### src/rtl/butd_pkg.sv
// shared constants and types for the upwind transport derivative block
package butd_pkg;

	// default widths
	localparam int DATA_WIDTH_DEF = 32;
	localparam int FRAC_BITS_DEF  = 16;

	// cells in the sliding window
	localparam int WIN_DEPTH = 5;

	// requests queued between front and back, power of two
	localparam int FIFO_DEPTH = 2;

	// back end sequencer states
	typedef enum logic [3:0] {
		ST_IDLE,
		ST_M1,
		ST_M2,
		ST_D2,
		ST_M3,
		ST_M4,
		ST_DV,
		ST_MX,
		ST_DX,
		ST_FACE,
		ST_MF1,
		ST_MF2,
		ST_DF,
		ST_OUT
	} back_state_t;

	// handshake of a serial arithmetic unit
	typedef struct packed {
		logic busy;
		logic done;
	} unit_stat_t;

endpackage

### src/rtl/butd_front.sv
// front end: cell window shift, fill tracking and window snapshot push
module butd_front #(
	parameter int W = butd_pkg::DATA_WIDTH_DEF
) (
	input  logic                                   clk,
	input  logic                                   arst_n,
	input  logic                                   push,
	output logic                                   full,
	input  logic [W-1:0]                           quantity_sample,
	input  logic [W-1:0]                           velocity_sample,
	input  logic [W-1:0]                           cell_spacing,
	input  logic                                   line_start,
	output logic                                   snap_push,
	input  logic                                   snap_full,
	output logic [3*butd_pkg::WIN_DEPTH*W-1:0]     snap_data
);

	localparam int D  = butd_pkg::WIN_DEPTH;
	localparam int FW = $clog2(D + 1);

	logic [D-1:0][W-1:0] qw_q, vw_q, sw_q;
	logic [D-1:0][W-1:0] qw_n, vw_n, sw_n;
	logic [FW-1:0]       fill_q, fill_base, fill_n;
	logic                accept;

	assign accept = push && !snap_full;
	assign full   = snap_full;

	// next window contents, newest cell at the top
	always_comb begin
		for (int i = 0; i < D - 1; i++) begin
			qw_n[i] = qw_q[i+1];
			vw_n[i] = vw_q[i+1];
			sw_n[i] = sw_q[i+1];
		end
		qw_n[D-1] = quantity_sample;
		vw_n[D-1] = velocity_sample;
		// zero width is taken as one lsb
		sw_n[D-1] = (cell_spacing == '0) ? W'(1) : cell_spacing;
	end

	// fill count restarts on a new line
	always_comb begin
		fill_base = line_start ? '0 : fill_q;
		fill_n    = (fill_base < FW'(D)) ? fill_base + FW'(1) : fill_base;
	end

	assign snap_push = accept && (fill_n == FW'(D));
	assign snap_data = {sw_n, vw_n, qw_n};

	// window taps
	always_ff @(posedge clk) begin
		if (accept) begin
			qw_q <= qw_n;
			vw_q <= vw_n;
			sw_q <= sw_n;
		end
	end

	// fill counter
	always_ff @(posedge clk or negedge arst_n) begin
		if (!arst_n) begin
			fill_q <= '0;
		end else if (accept) begin
			fill_q <= fill_n;
		end
	end

endmodule

### src/rtl/butd_fifo.sv
// short request queue between front and back
module butd_fifo #(
	parameter int DW = 3 * butd_pkg::WIN_DEPTH * butd_pkg::DATA_WIDTH_DEF
) (
	input  logic          clk,
	input  logic          arst_n,
	input  logic          wr_en,
	input  logic [DW-1:0] wr_data,
	output logic          full,
	input  logic          rd_en,
	output logic [DW-1:0] rd_data,
	output logic          empty
);

	localparam int DEPTH = butd_pkg::FIFO_DEPTH;
	localparam int AW    = $clog2(DEPTH);

	logic [DW-1:0] slot_q [DEPTH];
	logic [AW-1:0] wr_ptr_q, rd_ptr_q;
	logic [AW:0]   count_q;
	logic          do_wr, do_rd;

	assign full    = (count_q == (AW+1)'(DEPTH));
	assign empty   = (count_q == '0);
	assign do_wr   = wr_en && !full;
	assign do_rd   = rd_en && !empty;
	assign rd_data = slot_q[rd_ptr_q];

	// storage
	always_ff @(posedge clk) begin
		if (do_wr) begin
			slot_q[wr_ptr_q] <= wr_data;
		end
	end

	// pointers and count
	always_ff @(posedge clk or negedge arst_n) begin
		if (!arst_n) begin
			wr_ptr_q <= '0;
			rd_ptr_q <= '0;
			count_q  <= '0;
		end else begin
			if (do_wr) begin
				wr_ptr_q <= wr_ptr_q + AW'(1);
			end
			if (do_rd) begin
				rd_ptr_q <= rd_ptr_q + AW'(1);
			end
			if (do_wr && !do_rd) begin
				count_q <= count_q + (AW+1)'(1);
			end else if (do_rd && !do_wr) begin
				count_q <= count_q - (AW+1)'(1);
			end
		end
	end

	a_count_range: assert property (@(posedge clk) disable iff (!arst_n)
		count_q <= (AW+1)'(DEPTH))
		else $error("request queue count out of range");

endmodule

### src/rtl/butd_mul.sv
// serial shift-add signed multiplier, one operand bit per cycle
module butd_mul #(
	parameter int MW = butd_pkg::DATA_WIDTH_DEF + 2
) (
	input  logic                   clk,
	input  logic                   arst_n,
	input  logic                   start,
	input  logic signed [MW-1:0]   a,
	input  logic signed [MW-1:0]   b,
	output butd_pkg::unit_stat_t   stat,
	output logic signed [2*MW-1:0] p
);

	localparam int CW = $clog2(MW);

	logic [MW-1:0]   am, bm, mcand_q;
	logic [2*MW-1:0] prod_q;
	logic [MW:0]     sum;
	logic [CW-1:0]   cnt_q;
	logic            neg_q, busy_q, done_q;

	// operand magnitudes
	assign am = a[MW-1] ? MW'(-a) : MW'(a);
	assign bm = b[MW-1] ? MW'(-b) : MW'(b);

	// partial sum on the upper half
	assign sum = prod_q[0] ? {1'b0, prod_q[2*MW-1:MW]} + {1'b0, mcand_q}
	                       : {1'b0, prod_q[2*MW-1:MW]};

	assign p         = neg_q ? (2*MW)'(-prod_q) : prod_q;
	assign stat.busy = busy_q;
	assign stat.done = done_q;

	// payload
	always_ff @(posedge clk) begin
		if (start) begin
			mcand_q <= am;
			prod_q  <= {{MW{1'b0}}, bm};
			neg_q   <= a[MW-1] ^ b[MW-1];
		end else if (busy_q) begin
			prod_q <= {sum, prod_q[MW-1:1]};
		end
	end

	// control
	always_ff @(posedge clk or negedge arst_n) begin
		if (!arst_n) begin
			busy_q <= 1'b0;
			done_q <= 1'b0;
			cnt_q  <= '0;
		end else begin
			done_q <= 1'b0;
			if (start) begin
				busy_q <= 1'b1;
				cnt_q  <= '0;
			end else if (busy_q) begin
				cnt_q <= cnt_q + CW'(1);
				if (cnt_q == CW'(MW - 1)) begin
					busy_q <= 1'b0;
					done_q <= 1'b1;
				end
			end
		end
	end

	a_start_idle: assert property (@(posedge clk) disable iff (!arst_n)
		start |-> !busy_q)
		else $error("multiplier started while busy");

endmodule

### src/rtl/butd_div.sv
// serial restoring divider, signed by unsigned, rounded half away from zero
module butd_div #(
	parameter int NW = 2 * butd_pkg::DATA_WIDTH_DEF + 4,
	parameter int DW = butd_pkg::DATA_WIDTH_DEF + 1
) (
	input  logic                 clk,
	input  logic                 arst_n,
	input  logic                 start,
	input  logic signed [NW-1:0] num,
	input  logic [DW-1:0]        den,
	output butd_pkg::unit_stat_t stat,
	output logic                 q_neg,
	output logic [NW-1:0]        q_mag
);

	localparam int CW = $clog2(NW);

	logic [NW-1:0] numer_q;
	logic [DW-1:0] rem_q, den_q, rem_nx;
	logic [DW:0]   rem_sh;
	logic [CW-1:0] cnt_q;
	logic          neg_q, busy_q, done_q, ge, round_up;

	// one quotient bit per cycle
	assign rem_sh = {rem_q, numer_q[NW-1]};
	assign ge     = rem_sh >= {1'b0, den_q};
	assign rem_nx = ge ? DW'(rem_sh - {1'b0, den_q}) : rem_sh[DW-1:0];

	// round to nearest on the final remainder
	assign round_up  = {rem_q, 1'b0} >= {1'b0, den_q};
	assign q_mag     = numer_q + NW'(round_up);
	assign q_neg     = neg_q;
	assign stat.busy = busy_q;
	assign stat.done = done_q;

	// payload
	always_ff @(posedge clk) begin
		if (start) begin
			numer_q <= num[NW-1] ? NW'(-num) : NW'(num);
			neg_q   <= num[NW-1];
			den_q   <= den;
			rem_q   <= '0;
		end else if (busy_q) begin
			numer_q <= {numer_q[NW-2:0], ge};
			rem_q   <= rem_nx;
		end
	end

	// control
	always_ff @(posedge clk or negedge arst_n) begin
		if (!arst_n) begin
			busy_q <= 1'b0;
			done_q <= 1'b0;
			cnt_q  <= '0;
		end else begin
			done_q <= 1'b0;
			if (start) begin
				busy_q <= 1'b1;
				cnt_q  <= '0;
			end else if (busy_q) begin
				cnt_q <= cnt_q + CW'(1);
				if (cnt_q == CW'(NW - 1)) begin
					busy_q <= 1'b0;
					done_q <= 1'b1;
				end
			end
		end
	end

	a_done_idle: assert property (@(posedge clk) disable iff (!arst_n)
		done_q |-> !busy_q)
		else $error("divider done while still busy");

endmodule

### src/rtl/butd_back.sv
// back end: face limiter and derivative sequencer over shared serial units
module butd_back #(
	parameter int W = butd_pkg::DATA_WIDTH_DEF,
	parameter int F = butd_pkg::FRAC_BITS_DEF
) (
	input  logic                               clk,
	input  logic                               arst_n,
	input  logic [3*butd_pkg::WIN_DEPTH*W-1:0] snap_data,
	input  logic                               snap_empty,
	output logic                               snap_pop,
	input  logic                               cfg_wr_en,
	input  logic                               cfg_wr_data,
	input  logic                               pop,
	output logic                               empty,
	output logic signed [W-1:0]                derivative_value,
	output logic                               saturated_flag
);

	localparam int D  = butd_pkg::WIN_DEPTH;
	localparam int XW = W + 2;
	localparam int PW = 2 * XW;
	localparam int NW = (PW > W + F + 2) ? PW : W + F + 2;
	localparam int DW = W + 1;
	localparam logic [NW-1:0] LIM_POS = (NW'(1) << (W - 1)) - NW'(1);
	localparam logic [NW-1:0] LIM_NEG = NW'(1) << (W - 1);

	butd_pkg::back_state_t st_q, st_n;
	butd_pkg::unit_stat_t  mul_stat, div_stat;

	logic [D-1:0][W-1:0] q_q, v_q, s_q;
	logic                face_q, issued_q, mbv_q, res_valid_q, sat_q;
	logic [W-1:0]        der_q;

	logic signed [XW-1:0] d1_q, d2_q, vf_q, vfl_q, fl_q, fr_q;
	logic signed [NW-1:0] acc_q;
	logic                 qneg_q;
	logic [NW-1:0]        qmag_q;

	logic signed [XW-1:0] ql, qr, qul, qur, vl, vr;
	logic [W-1:0]         sl, sr, sul, sur;
	logic signed [XW-1:0] mul_a, mul_b;
	logic signed [PW-1:0] mul_p;
	logic signed [NW-1:0] p_ext, diff_sh;
	logic signed [NW-1:0] div_num;
	logic [DW-1:0]        div_den;
	logic                 div_neg;
	logic [NW-1:0]        div_mag;
	logic signed [NW:0]   qs;
	logic signed [XW-1:0] q_x, d_max, d_min, face_val, up_base;
	logic signed [XW:0]   fdiff;
	logic                 mul_state, div_state, mul_start, div_start, unit_done;
	logic                 sat_hi, sat_lo;
	logic [NW-1:0]        qmag_neg;
	logic [W-1:0]         res_val;

	// taps of the current face
	always_comb begin
		ql  = face_q ? XW'(signed'(q_q[2])) : XW'(signed'(q_q[1]));
		qr  = face_q ? XW'(signed'(q_q[3])) : XW'(signed'(q_q[2]));
		qul = face_q ? XW'(signed'(q_q[1])) : XW'(signed'(q_q[0]));
		qur = face_q ? XW'(signed'(q_q[4])) : XW'(signed'(q_q[3]));
		vl  = face_q ? XW'(signed'(v_q[2])) : XW'(signed'(v_q[1]));
		vr  = face_q ? XW'(signed'(v_q[3])) : XW'(signed'(v_q[2]));
		sl  = face_q ? s_q[2] : s_q[1];
		sr  = face_q ? s_q[3] : s_q[2];
		sul = face_q ? s_q[1] : s_q[0];
		sur = face_q ? s_q[4] : s_q[3];
	end

	// unit results in working widths
	assign p_ext   = NW'(mul_p);
	assign qs      = div_neg ? -$signed({1'b0, div_mag}) : $signed({1'b0, div_mag});
	assign q_x     = qs[XW-1:0];
	assign up_base = (vf_q > 0) ? ql : qr;
	assign fdiff   = (XW+1)'(fr_q) - (XW+1)'(fl_q);
	assign diff_sh = NW'(fdiff) <<< F;

	// barton limiter on the face
	always_comb begin
		d_max = (d1_q > d2_q) ? d1_q : d2_q;
		d_min = (d1_q < d2_q) ? d1_q : d2_q;
		if (vf_q > 0) begin
			if (qr <= ql) begin
				face_val = (ql < d_max) ? ql : d_max;
			end else begin
				face_val = (ql > d_min) ? ql : d_min;
			end
		end else if (vf_q < 0) begin
			if (qr <= ql) begin
				face_val = (qr > d_min) ? qr : d_min;
			end else begin
				face_val = (qr < d_max) ? qr : d_max;
			end
		end else begin
			face_val = d2_q;
		end
	end

	// saturation of the final quotient
	always_comb begin
		qmag_neg = -qmag_q;
		sat_hi   = !qneg_q && (qmag_q > LIM_POS);
		sat_lo   = qneg_q && (qmag_q > LIM_NEG);
		if (sat_hi) begin
			res_val = {1'b0, {(W-1){1'b1}}};
		end else if (sat_lo) begin
			res_val = {1'b1, {(W-1){1'b0}}};
		end else if (qneg_q) begin
			res_val = qmag_neg[W-1:0];
		end else begin
			res_val = qmag_q[W-1:0];
		end
	end

	// sequencer outputs and operand selection
	always_comb begin
		mul_state = 1'b0;
		div_state = 1'b0;
		mul_a     = '0;
		mul_b     = '0;
		div_num   = acc_q;
		div_den   = DW'(sl) + DW'(sr);
		unique case (st_q)
			butd_pkg::ST_M1: begin
				mul_state = 1'b1;
				mul_a     = ql;
				mul_b     = XW'(sr);
			end
			butd_pkg::ST_M2: begin
				mul_state = 1'b1;
				mul_a     = qr;
				mul_b     = XW'(sl);
			end
			butd_pkg::ST_M3: begin
				mul_state = 1'b1;
				mul_a     = vl;
				mul_b     = XW'(sr);
			end
			butd_pkg::ST_M4: begin
				mul_state = 1'b1;
				mul_a     = vr;
				mul_b     = XW'(sl);
			end
			butd_pkg::ST_MX: begin
				mul_state = 1'b1;
				mul_a     = (vf_q > 0) ? ql - qul : qr - qur;
				mul_b     = (vf_q > 0) ? XW'(sl) : XW'(sr);
			end
			// face values times their interpolated face velocities
			butd_pkg::ST_MF1: begin
				mul_state = mbv_q;
				mul_a     = fr_q;
				mul_b     = vf_q;
			end
			butd_pkg::ST_MF2: begin
				mul_state = 1'b1;
				mul_a     = fl_q;
				mul_b     = vfl_q;
			end
			butd_pkg::ST_D2, butd_pkg::ST_DV: begin
				div_state = 1'b1;
			end
			butd_pkg::ST_DX: begin
				div_state = 1'b1;
				div_den   = (vf_q > 0) ? DW'(sul) + DW'(sl) : DW'(sur) + DW'(sr);
			end
			butd_pkg::ST_DF: begin
				div_state = 1'b1;
				div_den   = DW'(s_q[2]);
			end
			default: begin
			end
		endcase
		mul_start = mul_state && !issued_q;
		div_start = div_state && !issued_q;
		unit_done = (mul_state && mul_stat.done) || (div_state && div_stat.done);
		snap_pop  = (st_q == butd_pkg::ST_IDLE) && !snap_empty;
	end

	// sequencer next state
	always_comb begin
		st_n = st_q;
		unique case (st_q)
			butd_pkg::ST_IDLE: if (!snap_empty) st_n = butd_pkg::ST_M1;
			butd_pkg::ST_M1:   if (unit_done) st_n = butd_pkg::ST_M2;
			butd_pkg::ST_M2:   if (unit_done) st_n = butd_pkg::ST_D2;
			butd_pkg::ST_D2:   if (unit_done) st_n = butd_pkg::ST_M3;
			butd_pkg::ST_M3:   if (unit_done) st_n = butd_pkg::ST_M4;
			butd_pkg::ST_M4:   if (unit_done) st_n = butd_pkg::ST_DV;
			butd_pkg::ST_DV: begin
				if (unit_done) st_n = (q_x == '0) ? butd_pkg::ST_FACE : butd_pkg::ST_MX;
			end
			butd_pkg::ST_MX:   if (unit_done) st_n = butd_pkg::ST_DX;
			butd_pkg::ST_DX:   if (unit_done) st_n = butd_pkg::ST_FACE;
			butd_pkg::ST_FACE: st_n = face_q ? butd_pkg::ST_MF1 : butd_pkg::ST_M1;
			butd_pkg::ST_MF1: begin
				if (!mbv_q) begin
					st_n = butd_pkg::ST_DF;
				end else if (unit_done) begin
					st_n = butd_pkg::ST_MF2;
				end
			end
			butd_pkg::ST_MF2:  if (unit_done) st_n = butd_pkg::ST_DF;
			butd_pkg::ST_DF:   if (unit_done) st_n = butd_pkg::ST_OUT;
			butd_pkg::ST_OUT:  if (!res_valid_q) st_n = butd_pkg::ST_IDLE;
			default:           st_n = butd_pkg::ST_IDLE;
		endcase
	end

	// working registers
	always_ff @(posedge clk) begin
		case (st_q)
			butd_pkg::ST_IDLE: begin
				if (!snap_empty) begin
					{s_q, v_q, q_q} <= snap_data;
				end
			end
			butd_pkg::ST_M1, butd_pkg::ST_M3, butd_pkg::ST_MX: begin
				if (unit_done) acc_q <= p_ext;
			end
			butd_pkg::ST_M2, butd_pkg::ST_M4: begin
				if (unit_done) acc_q <= acc_q + p_ext;
			end
			butd_pkg::ST_D2: if (unit_done) d2_q <= q_x;
			butd_pkg::ST_DV: if (unit_done) vf_q <= q_x;
			butd_pkg::ST_DX: if (unit_done) d1_q <= up_base + q_x;
			butd_pkg::ST_FACE: begin
				if (face_q) begin
					fr_q <= face_val;
				end else begin
					fl_q  <= face_val;
					vfl_q <= vf_q;
				end
			end
			butd_pkg::ST_MF1: begin
				if (!mbv_q) begin
					acc_q <= diff_sh;
				end else if (unit_done) begin
					acc_q <= p_ext;
				end
			end
			butd_pkg::ST_MF2: if (unit_done) acc_q <= acc_q - p_ext;
			butd_pkg::ST_DF: begin
				if (unit_done) begin
					qneg_q <= div_neg;
					qmag_q <= div_mag;
				end
			end
			butd_pkg::ST_OUT: begin
				if (!res_valid_q) begin
					der_q <= res_val;
					sat_q <= sat_hi || sat_lo;
				end
			end
			default: begin
			end
		endcase
	end

	// control state, config and result valid
	always_ff @(posedge clk or negedge arst_n) begin
		if (!arst_n) begin
			st_q        <= butd_pkg::ST_IDLE;
			face_q      <= 1'b0;
			issued_q    <= 1'b0;
			mbv_q       <= 1'b1;
			res_valid_q <= 1'b0;
		end else begin
			st_q <= st_n;
			if (mul_start || div_start) begin
				issued_q <= 1'b1;
			end else if (unit_done) begin
				issued_q <= 1'b0;
			end
			if (st_q == butd_pkg::ST_IDLE) begin
				face_q <= 1'b0;
			end else if (st_q == butd_pkg::ST_FACE) begin
				face_q <= ~face_q;
			end
			if (cfg_wr_en) begin
				mbv_q <= cfg_wr_data;
			end
			if (st_q == butd_pkg::ST_OUT && !res_valid_q) begin
				res_valid_q <= 1'b1;
			end else if (pop && res_valid_q) begin
				res_valid_q <= 1'b0;
			end
		end
	end

	assign empty            = !res_valid_q;
	assign derivative_value = der_q;
	assign saturated_flag   = sat_q;

	// shared serial units
	butd_mul #(.MW(XW)) u_mul (
		.clk    (clk),
		.arst_n (arst_n),
		.start  (mul_start),
		.a      (mul_a),
		.b      (mul_b),
		.stat   (mul_stat),
		.p      (mul_p)
	);

	butd_div #(.NW(NW), .DW(DW)) u_div (
		.clk    (clk),
		.arst_n (arst_n),
		.start  (div_start),
		.num    (div_num),
		.den    (div_den),
		.stat   (div_stat),
		.q_neg  (div_neg),
		.q_mag  (div_mag)
	);

	a_idle_clear: assert property (@(posedge clk) disable iff (!arst_n)
		st_q == butd_pkg::ST_IDLE |-> !issued_q)
		else $error("unit request left open in idle");

	a_out_load: assert property (@(posedge clk) disable iff (!arst_n)
		(st_q == butd_pkg::ST_OUT && !res_valid_q) |=> res_valid_q)
		else $error("result not loaded into output register");

	a_one_unit: assert property (@(posedge clk) disable iff (!arst_n)
		!(mul_start && div_start))
		else $error("both units started together");

endmodule

### src/rtl/barton_upwind_transport_derivative.sv
// top level of the upwind transport derivative block
// the divider works on NW bits, NW being the larger of 2*DATA_WIDTH+4 and
//   DATA_WIDTH+FRAC_BITS+2
// the back end works through one window at a time on the shared serial multiplier and
//   divider; cells that give no result are taken one per cycle while the queue is not full
// reset: window fill clears, multiply_by_velocity sets to 1, no result is waiting
module barton_upwind_transport_derivative #(
	parameter int DATA_WIDTH = butd_pkg::DATA_WIDTH_DEF,
	parameter int FRAC_BITS  = butd_pkg::FRAC_BITS_DEF
) (
	input  logic                         clk,
	input  logic                         arst_n,
	input  logic                         push,
	output logic                         full,
	input  logic signed [DATA_WIDTH-1:0] quantity_sample,
	input  logic signed [DATA_WIDTH-1:0] velocity_sample,
	input  logic [DATA_WIDTH-1:0]        cell_spacing,
	input  logic                         line_start,
	input  logic                         cfg_wr_en,
	input  logic                         cfg_wr_data,
	output logic                         empty,
	input  logic                         pop,
	output logic signed [DATA_WIDTH-1:0] derivative_value,
	output logic                         saturated_flag
);

	localparam int SW = 3 * butd_pkg::WIN_DEPTH * DATA_WIDTH;

	logic          snap_push, snap_full, snap_pop, snap_empty;
	logic [SW-1:0] snap_wr, snap_rd;

	// window and fill tracking
	butd_front #(.W(DATA_WIDTH)) u_front (
		.clk             (clk),
		.arst_n          (arst_n),
		.push            (push),
		.full            (full),
		.quantity_sample (quantity_sample),
		.velocity_sample (velocity_sample),
		.cell_spacing    (cell_spacing),
		.line_start      (line_start),
		.snap_push       (snap_push),
		.snap_full       (snap_full),
		.snap_data       (snap_wr)
	);

	// request queue
	butd_fifo #(.DW(SW)) u_fifo (
		.clk     (clk),
		.arst_n  (arst_n),
		.wr_en   (snap_push),
		.wr_data (snap_wr),
		.full    (snap_full),
		.rd_en   (snap_pop),
		.rd_data (snap_rd),
		.empty   (snap_empty)
	);

	// arithmetic back end
	butd_back #(.W(DATA_WIDTH), .F(FRAC_BITS)) u_back (
		.clk              (clk),
		.arst_n           (arst_n),
		.snap_data        (snap_rd),
		.snap_empty       (snap_empty),
		.snap_pop         (snap_pop),
		.cfg_wr_en        (cfg_wr_en),
		.cfg_wr_data      (cfg_wr_data),
		.pop              (pop),
		.empty            (empty),
		.derivative_value (derivative_value),
		.saturated_flag   (saturated_flag)
	);

endmodule

### config.mk
export PLATFORM = sky130hd
export DESIGN_NAME = barton_upwind_transport_derivative
export DESIGN_NICKNAME = d
export VERILOG_FILES = /design/src/rtl/butd_pkg.sv /design/src/rtl/butd_front.sv /design/src/rtl/butd_fifo.sv /design/src/rtl/butd_mul.sv /design/src/rtl/butd_div.sv /design/src/rtl/butd_back.sv /design/src/rtl/barton_upwind_transport_derivative.sv
export SDC_FILE = /design/constraint.sdc
export NUM_CORES = 2
export LEC_CHECK = 0
export BUFFER_PORTS_ARGS = -buffer_cell sky130_fd_sc_hd__buf_4
export CORE_ASPECT_RATIO = 0.8
export CORE_MARGIN = 8
export CORE_UTILIZATION = 45
export CTS_BUF_LIST = sky130_fd_sc_hd__clkbuf_4
export DETAILED_ROUTE_END_ITERATION = 7
export GPL_TIMING_DRIVEN = 1
export PLACE_DENSITY = 0.65
export RECOVER_POWER = 50
export SLEW_MARGIN = 15
export SYNTH_ARGS = -nofsm -noshare
export SYNTH_HDL_FRONTEND = slang
export SYNTH_HIERARCHICAL = 1
export SYNTH_SLANG_ARGS = --single-unit
### constraint.sdc
create_clock -name clk -period 48.6 [get_ports clk]
set_input_delay 0 -clock clk [delete_from_list [all_inputs] [get_ports clk]]
set_output_delay 0 -clock clk [all_outputs]
set_load 0.01 [all_outputs]
==> metrics.md <==
| Metric | Value |
|---|---|
| Nets | 11015 |
| Die height | 475 um |
| Slowest cell delay on critical path | 960 ps |
| CTS Sinks | 2244 |
| Slew HR | -2.05 |
| Failing checks | capacitance limit, slew limit |
| Final min period | 9400 ps |
| Post-DP Area | 124000 um^2 |
| Syn Std Cell Area | 119000 um^2 |
| Layout area overhead | 12.2% |
| Worst Path Buf+Inv | 1 |
| Setup WS pre-CTS | 39850 ps |
| Worst-path clk slew | 70 ps |
| Setup TNS | 0 ps |
| Critical Path Start Type | flip-flop |
| CTS H-tree depth | 6 |
| Routed Antenna Nets | 0 |
| Vias in the first global route | 82928 |
| Layout cells sized above 1 | 0.157 |
| Largest net degree at the start of global routing | 141 |
| CP Class | reg -> reg |
| Hold path depth | 4 |
| Req. time, crit path | 49660 ps |
| Root Driver | clkbuf_4 |
| CP top delay family | simple AND/OR/NAND/NOR gates |
| Power Density | 28.2 nW/um^2 |
| Crit share post-route | 0.193 |
| Post-layout instance area | 133000 um^2 |
| Worst Hold End | u_front/fill_q[0]$_DFFE_PN0P_ |
| CTS tree | built |
| R2R Setup Slk | 39200 ps |
| I/O pin count | 138 |
| Fillers | 22725 |
| Worst-Margin Slew | 4550 ps |
| Total wire length | 382 mm |
| Worst r2r src | u_back/d1_q[33]$_DFFE_PP_ |
| Achievable frequency | 106 MHz |
| Reported max-cap violation count | 28 |
| Buffers on Ports | 137 |
| Initial antenna violation count | 29 |
| Mean routed wirelength per cell | 26.9 um |
| Gr busiest metal | met1 |
| Met3 GRT Util | 0.0715 |
| Syn Inst Count | 9597 |
| Pins Over Slew Limit | 1283 |
| YS warnings | 6 |
| Global routing usage on met2 | 0.359 |
| GR Util All Layers | 0.261 |
| Syn_area_per_cell | 12.4 um^2 |
| Met1 Use GR | 0.391 |
| CP cell instances | ha_1 > nand4_1 > a21o_1 > o21ai_0 > a211oi_1 > nor2_4 > buf_4 > mux2i_1 > ha_1 > nand4_1 > nor2_1 > nand3_1 > or3_1 > or3_1 > o21ba_2 > a2111oi_0 > o311ai_0 > a31o_2 > a21boi_1 > and2_2 > a221oi_1 > and3_1 |
| Worst R2R End | u_back/fl_q[0]$_DFFE_PP_ |
| # rows | 168 |
| Placer congestion estimate | 1.02 |
| Smallest hold slack | 135 ps |
| Area occupied by multi-input gates | 48700 um^2 |
| Final setup viols | 0 |
| Hold Vio Cnt, Final | 0 |
| Static Leakage | 0.0476 uW |
| Die area | 281000 um^2 |
| First-pass GRT wire length | 552 mm |
| Crit Path Max Fanout | 28 |
| Total CTS buffers | 582 |
| Initial core utilization | 0.453 |
| Detailed placement HPWL | 273 mm |
| Total power | 3750 uW |
| R2r worst-path depth | 22 |
| Critical Path Sink Type | flip-flop |
| Post-CTS Setup Bufs | 0 |
| Vias | 86631 |
| HP Class | in -> reg |
| Vias/cell | 6.09 |
| Worst Path Arrival | 10470 ps |
| Clk_lat worst skew | 1370 ps |
| Remaining DRCs | 0 |
| Hold Startpoint | line_start |
| Clock Skews | 159 ps |
| Final WS setup | 39200 ps |
| Core area | 262000 um^2 |
| GRT Residual Overflow | 0 |
| Die W | 590 um |
| Maximum vdd drop | 0.0271 mV |
| Slowest-stage cell, CP | and2_2 |
| 1st-iter DRT viols | 9915 |
| RSZ-0062 raised after global routing | no |
| Pre-antenna DRT Iters | 8 |
| Reg area | 66600 um^2 |
| Status | finished with violations |
| Maximum clock path buffer count | 4 |
| Mapped Nets | 10277 |
==> worst register-to-register path: cells and delay by family, from the launching register on <==
family | cells | cell delay, ps
and+or+nand+nor | 9 | 3550
AOI/OAI and AO/OA | 9 | 3080
adders and majority gates | 2 | 1240
buffers and inverters | 1 | 560
DFF | 1 | 440
muxes | 1 | 310
==> state kept, by name, indices dropped and copies added, names as in the netlist, 68 cells and up <==
register,count
u_fifo/slot_q,832
u_front/snap_data,352
u_back/q_q,160
u_back/s_q,160
u_back/v_q,96
u_back/acc_q,68
u_back/qmag_q,68
u_back/u_div/numer_q,68
u_back/u_mul/prod_q,68
==> worst max-delay path by stage <==
stage | from | end | cells after the start
final | u_back/d1_q[33]$_DFFE_PP_ | u_back/fl_q[0]$_DFFE_PP_ | 22
after detailed placement | u_back/d2_q[33]$_DFFE_PP_ | u_back/fl_q[0]$_DFFE_PP_ | 23
after CTS | u_back/d1_q[33]$_DFFE_PP_ | u_back/fl_q[0]$_DFFE_PP_ | 22
after floorplan | u_back/st_q[1]$_DFFE_PN0P_ | u_fifo/count_q[1]$_DFFE_PN0P_ | 8
after global routing | u_back/face_q$_DFFE_PN0P_ | u_back/u_mul/mcand_q[31]$_DFFE_PP_ | 22
after global placement | u_back/u_div/den_q[28]$_DFFE_PP_ | u_back/d1_q[33]$_DFFE_PP_ | 26
==> layout make-up <==
class / count / area share
antenna: 19 / 0.000357
clock buffer: 809 / 0.0456
clock inverter: 169 / 0.00848
inverter: 344 / 0.00970
multi-input combinational: 6563 / 0.366
sequential: 2244 / 0.500
tap: 3485 / 0.0327
timing repair buffer: 600 / 0.0377
==> metal layers <==
metal | part of all wire | routed length [um]
met1 | 0.45 | 173000
met2 | 0.40 | 152000
met3 | 0.11 | 42500
met4 | 0.037 | 14100
met5 | 0.00026 | 101
==> through the flow <==
stage	instances	util
after global placement	12936	0.471
after floorplan	9597	-
after detailed placement	12938	0.472
after global routing	14220	0.508
after CTS	14214	0.511
final	14233	0.508
==> power breakdown <==
group          internal, uW  switching, uW
Sequential             2090          0.153
Clock                   838            793
Combinational          20.5           10.6
==> cells in the final DEF (no fill, tap or decap), drive strengths merged, types with 185 or more instances in the layout <==
| cell | instances |
|---|---|
| ha | 567 |
| mux2i | 299 |
| nand2 | 569 |
| clkbuf | 962 |
| mux2 | 553 |
| nor3 | 185 |
| a21o | 214 |
| dlygate4sd3 | 297 |
| nor2 | 568 |
| xor2 | 248 |
| a21oi | 619 |
| o21ai | 391 |
| inv | 353 |
| xnor2 | 418 |
| edfxtp | 2145 |
==> timing repair <==
action,CTS,global route
endpoints found under the hold margin,512,0
gates resized for setup,0,0
hold buffers,298,0
endpoints found under the setup margin,0,0
Note: power is estimated with default switching activity, not from simulation.
